`src/hw/rtl/cpio_newc_stream_parser_macros.svh`:
```
// assertion helpers for the parser core
`ifndef CPIO_NEWC_STREAM_PARSER_MACROS_SVH
`define CPIO_NEWC_STREAM_PARSER_MACROS_SVH

// property checked on every rising edge outside reset
`define CNP_ASSERT(lbl, clk, rst, prop, msg) \
  lbl: assert property (@(posedge clk) disable iff (rst) prop) else $error(msg);

// condition that must never be seen outside reset
`define CNP_NEVER(lbl, clk, rst, cond, msg) \
  `CNP_ASSERT(lbl, clk, rst, !(cond), msg)

`endif

```
`src/hw/rtl/cnp_pkg.sv`:
```
`default_nettype none
package cnp_pkg;

  typedef logic [2:0] kind_t;

  localparam kind_t KIND_HDR_CHAR   = 3'd0;
  localparam kind_t KIND_FIELD_DONE = 3'd1;
  localparam kind_t KIND_NAME       = 3'd2;
  localparam kind_t KIND_DATA       = 3'd3;
  localparam kind_t KIND_PAD        = 3'd4;
  localparam kind_t KIND_ERROR      = 3'd5;
  localparam kind_t KIND_IGNORED    = 3'd6;

  typedef struct packed {
    kind_t       kind;
    logic [3:0]  field_index;
    logic [31:0] field_value;
    logic [7:0]  byte_echo;
    logic        entry_last;
    logic        archive_end;
  } result_t;

endpackage
`default_nettype wire

```
`src/hw/rtl/cnp_in_stage.sv`:
```
`default_nettype none
module cnp_in_stage
  import cnp_pkg::*;
(
  input  wire logic       clk,
  input  wire logic       rst,
  input  wire logic       s_tvalid,
  output logic            s_tready,
  input  wire logic [7:0] s_tdata,
  input  wire logic       take,
  output logic            valid,
  output logic [7:0]      in_byte
);

  logic advance;

  assign advance  = valid && take;
  assign s_tready = !valid || take;

  always_ff @(posedge clk) begin
    if (rst) begin
      valid <= 1'b0;
    end else if (s_tvalid && s_tready) begin
      valid <= 1'b1;
    end else if (advance) begin
      valid <= 1'b0;
    end
  end

  always_ff @(posedge clk) begin
    if (s_tvalid && s_tready) begin
      in_byte <= s_tdata;
    end
  end

endmodule
`default_nettype wire

```
`src/hw/rtl/cnp_core.sv`:
```
`default_nettype none
`include "cpio_newc_stream_parser_macros.svh"
module cnp_core
  import cnp_pkg::*;
(
  input  wire logic       clk,
  input  wire logic       rst,
  input  wire logic       adv,
  input  wire logic [7:0] in_byte,
  output result_t         res
);

  typedef enum logic [6:0] {
    PH_HEADER  = 7'b0000001,
    PH_NAME    = 7'b0000010,
    PH_NAMEPAD = 7'b0000100,
    PH_DATA    = 7'b0001000,
    PH_DATAPAD = 7'b0010000,
    PH_ERROR   = 7'b0100000,
    PH_DONE    = 7'b1000000
  } phase_t;

  localparam logic [31:0] MAGIC_VALUE    = 32'h0000_71C2;
  localparam logic [3:0]  FIELD_FILESIZE = 4'd7;
  localparam logic [3:0]  FIELD_NAMESIZE = 4'd12;
  localparam logic [3:0]  LAST_FIELD     = 4'd13;
  localparam logic [3:0]  TRAILER_LEN    = 4'd10;
  localparam logic [2:0]  MAGIC_LAST     = 3'd5;
  localparam logic [2:0]  HEX_LAST       = 3'd7;

  function automatic logic [3:0] hex_digit(input logic [7:0] c);
    logic [3:0] d;
    d = 4'd0;
    if (c inside {[8'h30:8'h39]}) d = 4'(c - 8'h30);
    else if (c inside {[8'h41:8'h46]}) d = 4'(c - 8'h37);
    else if (c inside {[8'h61:8'h66]}) d = 4'(c - 8'h57);
    return d;
  endfunction

  function automatic logic [7:0] magic_char(input logic [2:0] i);
    logic [7:0] c;
    case (i)
      3'd1, 3'd3: c = 8'h37;
      3'd5:       c = 8'h32;
      default:    c = 8'h30;
    endcase
    return c;
  endfunction

  function automatic logic [7:0] trailer_char(input logic [3:0] i);
    logic [7:0] c;
    case (i)
      4'd0:    c = 8'h54;
      4'd1:    c = 8'h52;
      4'd2:    c = 8'h41;
      4'd3:    c = 8'h49;
      4'd4:    c = 8'h4C;
      4'd5:    c = 8'h45;
      4'd6:    c = 8'h52;
      default: c = 8'h21;
    endcase
    return c;
  endfunction

  function automatic logic [1:0] name_pad(input logic [1:0] m);
    logic [1:0] p;
    case (m)
      2'd0:    p = 2'd2;
      2'd1:    p = 2'd1;
      2'd2:    p = 2'd0;
      default: p = 2'd3;
    endcase
    return p;
  endfunction

  function automatic logic [1:0] file_pad(input logic [1:0] m);
    return 2'(3'd4 - {1'b0, m});
  endfunction

  phase_t      phase, phase_next;
  logic [3:0]  field_number, field_number_next;
  logic [2:0]  char_in_field, char_in_field_next;
  logic [31:0] accumulator, accumulator_next;
  logic [31:0] name_length, name_length_next;
  logic [31:0] file_length, file_length_next;
  logic [31:0] bytes_left, bytes_left_next;
  logic [3:0]  name_position, name_position_next;
  logic        trailer_match, trailer_match_next;
  logic        magic_ok, magic_ok_next;

  // segment search: name, name pad, data, data pad
  logic [31:0] seg_len [4];
  logic [2:0]  seg_first;
  logic        seg_found;
  logic [1:0]  seg_sel;
  phase_t      seg_phase;

  always_comb begin
    seg_len[0] = name_length;
    seg_len[1] = {30'd0, name_pad(name_length[1:0])};
    seg_len[2] = file_length;
    seg_len[3] = {30'd0, file_pad(file_length[1:0])};
    case (phase)
      PH_HEADER:  seg_first = 3'd0;
      PH_NAME:    seg_first = 3'd1;
      PH_NAMEPAD: seg_first = 3'd2;
      PH_DATA:    seg_first = 3'd3;
      default:    seg_first = 3'd4;
    endcase
    seg_found = 1'b0;
    seg_sel   = 2'd0;
    for (int i = 0; i < 4; i++) begin
      if (!seg_found && 3'(i) >= seg_first && seg_len[i] != 32'd0) begin
        seg_found = 1'b1;
        seg_sel   = 2'(i);
      end
    end
    case (seg_sel)
      2'd0:    seg_phase = PH_NAME;
      2'd1:    seg_phase = PH_NAMEPAD;
      2'd2:    seg_phase = PH_DATA;
      default: seg_phase = PH_DATAPAD;
    endcase
  end

  logic [31:0] acc_new;
  logic [31:0] bl_dec;
  logic        mok;
  logic        ended;
  logic        in_body;

  assign acc_new = {accumulator[27:0], hex_digit(in_byte)};
  assign bl_dec  = bytes_left - {31'd0, (bytes_left != 32'd0)};
  assign in_body = phase inside {PH_NAME, PH_NAMEPAD, PH_DATA, PH_DATAPAD};

  always_comb begin
    phase_next         = phase;
    field_number_next  = field_number;
    char_in_field_next = char_in_field;
    accumulator_next   = accumulator;
    name_length_next   = name_length;
    file_length_next   = file_length;
    bytes_left_next    = bytes_left;
    name_position_next = name_position;
    trailer_match_next = trailer_match;
    magic_ok_next      = magic_ok;
    res                = '0;
    res.kind           = KIND_IGNORED;
    ended              = 1'b0;
    mok                = magic_ok && (char_in_field <= MAGIC_LAST)
                         && (in_byte == magic_char(char_in_field));

    case (phase)
      PH_HEADER: begin
        if (field_number == 4'd0) begin
          magic_ok_next = mok;
          if (char_in_field >= MAGIC_LAST) begin
            if (!mok) begin
              phase_next = PH_ERROR;
              res.kind   = KIND_ERROR;
            end else begin
              res.kind           = KIND_FIELD_DONE;
              res.field_value    = MAGIC_VALUE;
              field_number_next  = 4'd1;
              char_in_field_next = 3'd0;
              accumulator_next   = 32'd0;
            end
          end else begin
            res.kind           = KIND_HDR_CHAR;
            char_in_field_next = char_in_field + 3'd1;
          end
        end else begin
          res.field_index  = field_number;
          accumulator_next = acc_new;
          if (char_in_field >= HEX_LAST) begin
            res.kind        = KIND_FIELD_DONE;
            res.field_value = acc_new;
            if (field_number == FIELD_FILESIZE) file_length_next = acc_new;
            if (field_number == FIELD_NAMESIZE) name_length_next = acc_new;
            accumulator_next   = 32'd0;
            char_in_field_next = 3'd0;
            if (field_number >= LAST_FIELD) begin
              ended = !seg_found;
              if (seg_found) begin
                phase_next      = seg_phase;
                bytes_left_next = seg_len[seg_sel];
              end
            end else begin
              field_number_next = field_number + 4'd1;
            end
          end else begin
            res.kind           = KIND_HDR_CHAR;
            char_in_field_next = char_in_field + 3'd1;
          end
        end
      end
      PH_NAME, PH_NAMEPAD, PH_DATA, PH_DATAPAD: begin
        if (phase == PH_NAME) begin
          res.kind      = KIND_NAME;
          res.byte_echo = in_byte;
          if (name_position < TRAILER_LEN) begin
            if (in_byte != trailer_char(name_position)) trailer_match_next = 1'b0;
          end else if (name_position == TRAILER_LEN) begin
            if (in_byte != 8'd0) trailer_match_next = 1'b0;
          end
          if (name_position <= TRAILER_LEN) name_position_next = name_position + 4'd1;
        end else if (phase == PH_DATA) begin
          res.kind      = KIND_DATA;
          res.byte_echo = in_byte;
        end else begin
          res.kind = KIND_PAD;
        end
        bytes_left_next = bl_dec;
        if (bl_dec == 32'd0) begin
          ended = !seg_found;
          if (seg_found) begin
            phase_next      = seg_phase;
            bytes_left_next = seg_len[seg_sel];
          end
        end
      end
      PH_ERROR: begin
        res.kind = KIND_ERROR;
      end
      default: begin
        res.kind = KIND_IGNORED;
      end
    endcase

    if (ended) begin
      res.entry_last  = 1'b1;
      res.archive_end = trailer_match_next && (name_position_next > TRAILER_LEN);
      phase_next         = res.archive_end ? PH_DONE : PH_HEADER;
      field_number_next  = 4'd0;
      char_in_field_next = 3'd0;
      accumulator_next   = 32'd0;
      name_length_next   = 32'd0;
      file_length_next   = 32'd0;
      bytes_left_next    = 32'd0;
      name_position_next = 4'd0;
      trailer_match_next = 1'b1;
      magic_ok_next      = 1'b1;
    end
  end

  always_ff @(posedge clk) begin
    if (rst) begin
      phase         <= PH_HEADER;
      field_number  <= 4'd0;
      char_in_field <= 3'd0;
      accumulator   <= 32'd0;
      name_length   <= 32'd0;
      file_length   <= 32'd0;
      bytes_left    <= 32'd0;
      name_position <= 4'd0;
      trailer_match <= 1'b1;
      magic_ok      <= 1'b1;
    end else if (adv) begin
      phase         <= phase_next;
      field_number  <= field_number_next;
      char_in_field <= char_in_field_next;
      accumulator   <= accumulator_next;
      name_length   <= name_length_next;
      file_length   <= file_length_next;
      bytes_left    <= bytes_left_next;
      name_position <= name_position_next;
      trailer_match <= trailer_match_next;
      magic_ok      <= magic_ok_next;
    end
  end

  `CNP_ASSERT(a_end_goes_done, clk, rst, (adv && res.archive_end) |=> (phase == PH_DONE),
              "archive end did not stop parsing")
  `CNP_ASSERT(a_error_sticky, clk, rst, (phase == PH_ERROR) |=> (phase == PH_ERROR),
              "error state left before reset")
  `CNP_NEVER(a_empty_segment, clk, rst, in_body && (bytes_left == 32'd0),
             "body segment with no bytes left")
  `CNP_NEVER(a_fields_need_magic, clk, rst, (field_number != 4'd0) && !magic_ok,
             "hex fields parsed after bad magic")

endmodule
`default_nettype wire

```
`src/hw/rtl/cnp_out_stage.sv`:
```
`default_nettype none
module cnp_out_stage
  import cnp_pkg::*;
(
  input  wire logic    clk,
  input  wire logic    rst,
  input  wire logic    load,
  input  wire result_t res_in,
  output logic         take,
  output logic         m_tvalid,
  input  wire logic    m_tready,
  output result_t      res_out
);

  assign take = !m_tvalid || m_tready;

  always_ff @(posedge clk) begin
    if (rst) begin
      m_tvalid <= 1'b0;
    end else if (load) begin
      m_tvalid <= 1'b1;
    end else if (m_tready) begin
      m_tvalid <= 1'b0;
    end
  end

  always_ff @(posedge clk) begin
    if (load) begin
      res_out <= res_in;
    end
  end

endmodule
`default_nettype wire

```
`src/hw/rtl/cpio_newc_stream_parser.sv`:
```
// channel   dir  tdata                         tuser                  tlast
// s_axis    in   [7:0] in_byte                 -                      -
// m_axis    out  [3:0] field_index,            [2:0] kind,            entry_last
//                [35:4] field_value,           [3] archive_end
//                [43:36] byte_echo, rest zero
//
// one request in, one request out, one byte per cycle sustained while m_tready stays high
// path: input register, then parse logic into the result register
// the parse state updates only when a byte moves from the input register to the result register
// a stalled master side holds the result; the input register still takes one more byte
// rst is synchronous and active high, clears the valid flags of both stages and all parse state
`default_nettype none
module cpio_newc_stream_parser
  import cnp_pkg::*;
(
  input  wire logic        clk,
  input  wire logic        rst,
  input  wire logic        s_tvalid,
  output logic             s_tready,
  input  wire logic [7:0]  s_tdata,   // [7:0] in_byte
  output logic             m_tvalid,
  input  wire logic        m_tready,
  output logic [47:0]      m_tdata,   // [3:0] field_index, [35:4] field_value, [43:36] byte_echo
  output logic [3:0]       m_tuser,   // [2:0] kind, [3] archive_end
  output logic             m_tlast    // entry_last
);

  logic       take;      // result register can accept a new request
  logic       in_valid;
  logic [7:0] in_byte;
  logic       adv;       // byte moves into the parser this cycle
  result_t    res_comb;
  result_t    res_q;

  assign adv = in_valid && take;

  cnp_in_stage u_in (
    .clk      (clk),
    .rst      (rst),
    .s_tvalid (s_tvalid),
    .s_tready (s_tready),
    .s_tdata  (s_tdata),
    .take     (take),
    .valid    (in_valid),
    .in_byte  (in_byte)
  );

  // header fields, name/data segments and trailer detection
  cnp_core u_core (
    .clk     (clk),
    .rst     (rst),
    .adv     (adv),
    .in_byte (in_byte),
    .res     (res_comb)
  );

  cnp_out_stage u_out (
    .clk      (clk),
    .rst      (rst),
    .load     (adv),
    .res_in   (res_comb),
    .take     (take),
    .m_tvalid (m_tvalid),
    .m_tready (m_tready),
    .res_out  (res_q)
  );

  // pack the result request onto the master side
  assign m_tdata = {4'd0, res_q.byte_echo, res_q.field_value, res_q.field_index};
  assign m_tuser = {res_q.archive_end, res_q.kind};
  assign m_tlast = res_q.entry_last;

endmodule
`default_nettype wire
```
`config.mk`:
```
export PLATFORM = sky130hd
export DESIGN_NAME = cpio_newc_stream_parser
export DESIGN_NICKNAME = d
export VERILOG_FILES = /design/src/hw/rtl/cnp_pkg.sv /design/src/hw/rtl/cnp_in_stage.sv /design/src/hw/rtl/cnp_core.sv /design/src/hw/rtl/cnp_out_stage.sv /design/src/hw/rtl/cpio_newc_stream_parser.sv
export VERILOG_INCLUDE_DIRS = /design/src /design/src/hw/rtl
export SDC_FILE = /design/constraint.sdc
export NUM_CORES = 1
export LEC_CHECK = 0
export ABC_AREA = 1
export ABC_CLOCK_PERIOD_IN_PS = 3400
export BUFFER_PORTS_ARGS = -buffer_cell sky130_fd_sc_hd__clkbuf_2
export CORE_MARGIN = 2
export CORE_UTILIZATION = 35
export CTS_CLUSTER_SIZE = 10
export DETAILED_ROUTE_END_ITERATION = 16
export PLACE_DENSITY_LB_ADDON = 0.08
export RECOVER_POWER = 100
export SKIP_CTS_REPAIR_TIMING = 1
export SYNTH_ARGS = -nofsm -noshare
export SYNTH_HDL_FRONTEND = slang
export SYNTH_SLANG_ARGS = --single-unit
```
`constraint.sdc`:
```
create_clock -name clk -period 3.4 [get_ports clk]
set_input_delay 0.68 -clock clk [delete_from_list [all_inputs] [get_ports clk]]
set_output_delay 0.68 -clock clk [all_outputs]
set_load 0.03 [all_outputs]
```
==> flow_results.xml <==
<?xml version="1.0" encoding="UTF-8"?>
<metrics>
  <group name="final_layout">
    <metric name="layout-area-overhead-vs-synth" unit="%">26.05</metric>
    <metric name="final_cell_count_no_fill" unit="">2198</metric>
    <metric name="antenna_cells_inserted" unit="">0</metric>
    <metric name="layout.core_utilization" unit="%">45.09</metric>
    <metric name="n_fill_cell" unit="">3193</metric>
    <metric name="design.final.nets" unit="">1818</metric>
    <metric name="final_layout_size_suffix_gt1_share" unit="%">16.76</metric>
    <metric name="layout.area.seq" unit="µm²">4638</metric>
    <metric name="final_design_area_no_fill" unit="µm²">13900</metric>
    <metric name="area_occupied_by_multi_input_gates" unit="µm²">5649</metric>
  </group>
  <group name="logic_synthesis">
    <metric name="netlist.top_cell.by_area" unit="">dfxtp_1</metric>
    <metric name="ys_async_sr_fraction" unit="%">0</metric>
    <metric name="yosys_warnings" unit="">0</metric>
    <metric name="synth_area_leaders" unit="">dfxtp_1 27%, edfxtp_1 16%, nor2_1 11%, nand2_1 11%, inv_1 6.1%</metric>
    <metric name="synth.top_cell.area_share" unit="%">26.51</metric>
    <metric name="seq_area_frac_synth" unit="%">42.03</metric>
    <metric name="netlist_top_cells_count" unit="">334 x nor2_1, 309 x nand2_1, 179 x inv_1</metric>
    <metric name="synthCells" unit="">1606</metric>
    <metric name="post_synth_num_cell_types" unit="">42</metric>
    <metric name="yosysMostFrequentCell" unit="">nor2_1</metric>
    <metric name="post_synthesis_average_cell_area" unit="µm²">6.866</metric>
    <metric name="yosys_register_bits" unit="">203</metric>
    <metric name="number_of_flops_mapped_to_enable_cells_by_yosys" unit="">57</metric>
    <metric name="ys_dominant_reg_cell" unit="">dfxtp_1</metric>
    <metric name="synth.cell_area" unit="µm²">11030</metric>
  </group>
  <group name="place">
    <metric name="place.port_buffers" unit="">62</metric>
    <metric name="dp.cells" unit="">2144</metric>
    <metric name="dp_slack" unit="ns">-0.3991</metric>
    <metric name="routabilityCongestion" unit="">0.8692</metric>
    <metric name="placement.cell_area" unit="µm²">12680</metric>
    <metric name="dp_hpwl" unit="mm">26.04</metric>
  </group>
  <group name="worst_setup_path">
    <metric name="critical-path-slowest-cell" unit="">dfxtp_1</metric>
    <metric name="timing.critical_path.depth" unit="">22</metric>
    <metric name="timing.critical_path.max_delay_family" unit="">simple AND/OR/NAND/NOR gates</metric>
    <metric name="timing.setup.critical_path_class" unit="">flip-flop to flip-flop</metric>
    <metric name="reg2regPathDepth" unit="">22</metric>
    <metric name="cp.buffers_inverters" unit="">1</metric>
    <metric name="slowest_delay" unit="ns">0.31</metric>
    <metric name="worstSetupStartpointType" unit="">flip-flop</metric>
    <metric name="timing.critical_path.arrival" unit="ns">3.81</metric>
    <metric name="worst_r2r_startpoint" unit="">u_core.bytes_left[22]</metric>
    <metric name="cp-startpoint" unit="">u_core.bytes_left[22]</metric>
    <metric name="crit_path_max_fanout" unit="">8</metric>
    <metric name="reg2reg_setup_slack" unit="ns">0.02</metric>
    <metric name="worst_ep_required_time" unit="ns">3.82</metric>
    <metric name="r2r-end" unit="">u_core.accumulator[27]</metric>
    <metric name="crit_end" unit="">u_core.accumulator[27]</metric>
    <metric name="worstPathCellList" unit="">nor2_2 -&gt; nand4_1 -&gt; nor2_4 -&gt; nand4_1 -&gt; ha_4 -&gt; ha_4 -&gt; xor2_2 -&gt; nor2_1 -&gt; nand2_1 -&gt; nor2_2 -&gt; nand3_1 -&gt; nor2_1 -&gt; nand2_1 -&gt; nor2_2 -&gt; nand3_2 -&gt; nand2_4 -&gt; nand2_8 -&gt; a21oi_4 -&gt; nand2_4 -&gt; buf_4 -&gt; o21ai_0 -&gt; nor2_1</metric>
    <metric name="setup.worst_path.end_class" unit="">flip-flop</metric>
  </group>
  <group name="pwr">
    <metric name="cellPowerDensity" unit="nW/µm²">598.1</metric>
    <metric name="worst_voltage_drop_across_the_vdd_grid" unit="V">0.0003166</metric>
    <metric name="leak_pwr" unit="nW">5.823</metric>
  </group>
  <group name="global_routing">
    <metric name="global_route.usage.total" unit="%">21.00</metric>
    <metric name="grt_start_max_net_pins" unit="">49</metric>
    <metric name="grt_antenna_before_repair" unit="">0</metric>
    <metric name="overflow" unit="">0</metric>
    <metric name="vias_in_the_first_global_route" unit="">10196</metric>
    <metric name="grt_pass1_wl" unit="mm">55.48</metric>
  </group>
  <group name="clock_tree">
    <metric name="clock-root-buffer" unit="">clkbuf_16</metric>
    <metric name="htree_num_levels" unit="">1</metric>
    <metric name="clock_tree.buffer_depth" unit="">3</metric>
    <metric name="tritoncts" unit="">built</metric>
    <metric name="numCtsBuffers" unit="">26</metric>
    <metric name="clk_transition_reported_paths" unit="ns">0.06</metric>
    <metric name="cts.sink_count" unit="">203</metric>
    <metric name="clk_latency" unit="ns">0.53</metric>
  </group>
  <group name="run_status">
    <metric name="status" unit="">finished, final reports clean</metric>
  </group>
  <group name="floorplanning">
    <metric name="fp-row-count" unit="">64</metric>
    <metric name="design.die.area" unit="µm²">32940</metric>
    <metric name="core" unit="µm²">30830</metric>
    <metric name="initial_utilization" unit="%">35.77</metric>
    <metric name="die_h" unit="µm">181.5</metric>
    <metric name="num_io_pins" unit="">67</metric>
    <metric name="die_x" unit="µm">181.5</metric>
  </group>
  <group name="route">
    <metric name="drt-wirelength-per-cell" unit="µm">15.91</metric>
    <metric name="met3_routed_wirelength" unit="mm">1.617</metric>
    <metric name="drt.antenna.violating_nets" unit="">0</metric>
    <metric name="detail_route.first_pass.iterations" unit="">5</metric>
    <metric name="drt_iter0_drc" unit="">653</metric>
    <metric name="wl_met1" unit="mm">16.97</metric>
    <metric name="post-route-drc-count" unit="">0</metric>
    <metric name="postRouteWirelength" unit="mm">34.96</metric>
    <metric name="vias" unit="">10823</metric>
    <metric name="dr_wl_met2" unit="mm">15.73</metric>
    <metric name="highest-signal-layer" unit="">met4</metric>
    <metric name="route.detailed.vias_per_inst" unit="">4.924</metric>
  </group>
  <group name="timing">
    <metric name="slew-limit-headroom" unit="%">21.37</metric>
    <metric name="worst-slew-pin-transition" unit="ns">1.179</metric>
    <metric name="rsz0062_at_grt" unit="">yes</metric>
    <metric name="drv_slew" unit="">0</metric>
    <metric name="max_freq" unit="MHz">295.5</metric>
    <metric name="setup_viol" unit="">0</metric>
    <metric name="fin_crit_sh" unit="%">99.54</metric>
    <metric name="totalNegativeSetupSlack" unit="ns">0</metric>
    <metric name="finalWorstPathRequiredPeriod" unit="ns">3.384</metric>
    <metric name="setup_ws" unit="ns">0.01550</metric>
    <metric name="hold_violations" unit="">0</metric>
    <metric name="final.setup_skew" unit="ns">0.01007</metric>
  </group>
  <group name="hold_path">
    <metric name="hp-class" unit="">primary input to flip-flop</metric>
  </group>
  <group name="run">
    <metric name="drv.max_cap_violation_count" unit="">0</metric>
  </group>
</metrics>
==> layer usage <==
metal	vias up	track usage, %
li1	5542	-
met1	5008	30.40
met2	232	33.52
met3	41	2.507
met4	0	4.618
met5	-	0
==> worst min-delay path by stage <==
stage / startpoint / to / depth (start not counted)
global placement: u_core.accumulator[6] / u_core.accumulator[6] / 2
finish: s_tdata[1] / u_in.in_byte[1] / 1
CTS: s_tdata[3] / u_in.in_byte[3] / 1
detailed placement: u_core.bytes_left[0] / u_core.bytes_left[0] / 2
floorplan: u_core.name_length[18] / u_core.name_length[18] / 2
global route: s_tdata[3] / u_in.in_byte[3] / 1
==> final cells by class <==
class                   instances  share of cell area, %
inverters                     187                  5.149
clock buffers                  40                  5.572
flip-flops and latches        203                  33.37
clock inverters                 5                 0.1800
multi-input cells            1147                  40.64
repair buffers                220                  11.52
well taps                     396                  3.565
==> sequential cells by signal, summed over array words and instances, names as in the netlist, 3 cells and up <==
signal / cells
u_out.res_out: 49
u_core.bytes_left: 32
u_core.file_length: 32
u_core.name_length: 32
u_core.accumulator: 28
u_in.in_byte: 8
u_core.phase: 7
u_core.field_number: 4
u_core.name_position: 4
u_core.char_in_field: 3
==> per-stage QoR <==
stage | total power [mW] | hold WS (ns)
after floorplan | 4.358 | 0.4389
final | 8.314 | 0.3232
after CTS | 8.169 | 0.3028
after global routing | 8.845 | 0.3009
after global placement | 5.542 | 0.4643
after detailed placement | 5.537 | 0.4601
==> kinds of logic (layout without fill, tap and decap cells) <==
kind of cell	Yosys count	count (layout)	synth area share [%]
XOR/XNOR	14	14	1.112
other	1	4	0.03401
AND/OR/NAND/NOR	836	836	31.86
buffers and inverters	259	452	9.758
adder cells (fa/ha/maj)	21	21	2.383
flip-flops	203	203	42.03
AO/OA/AOI/OAI	272	272	12.82
==> where the power goes <==
group | leakage (nW) | switching [mW] | internal, mW
Combinational | 3.70 | 1.90 | 1.22
Clock | 0.398 | 1.04 | 1.55
Sequential | 1.73 | 0.0458 | 2.56
Total | 5.82 | 2.99 | 5.33
==> worst reg2reg max path: stages (launching register included) <==
cell and delay (ns):
dfxtp_1 0.31, nor2_2 0.16, nand4_1 0.16, nor2_4 0.17, nand4_1 0.16, ha_4 0.23, ha_4 0.19, xor2_2 0.15
nor2_1 0.10, nand2_1 0.07, nor2_2 0.13, nand3_1 0.08, nor2_1 0.10, nand2_1 0.07, nor2_2 0.14, nand3_2 0.14
nand2_4 0.12, nand2_8 0.09, a21oi_4 0.24, nand2_4 0.10, buf_4 0.18, o21ai_0 0.15, nor2_1 0.05
==> cell usage in the layout (no fill, tap or decap), types with 4 or more instances in the layout <==
| cell | n |
|---|---|
| nand3_1 | 93 |
| nor2_1 | 319 |
| buf_6 | 8 |
| nand2_2 | 10 |
| a21oi_1 | 110 |
| nand4_1 | 32 |
| clkbuf_16 | 28 |
| nor2_4 | 8 |
| nand3b_1 | 4 |
| clkbuf_2 | 11 |
| dfxtp_1 | 143 |
| o21ai_1 | 44 |
| buf_12 | 10 |
| buf_4 | 135 |
| nand2_4 | 5 |
| conb_1 | 4 |
| inv_2 | 7 |
| o21ai_2 | 18 |
| nand2_1 | 301 |
| nor3_1 | 34 |
| clkbuf_1 | 62 |
| nor2_2 | 17 |
| clkbuf_8 | 5 |
| a21oi_2 | 12 |
| ha_1 | 19 |
| clkinv_2 | 6 |
| xor2_1 | 10 |
| o21ai_0 | 74 |
| inv_1 | 175 |
| edfxtp_1 | 57 |
No activity file was read; power rests on OpenSTA's default activity.
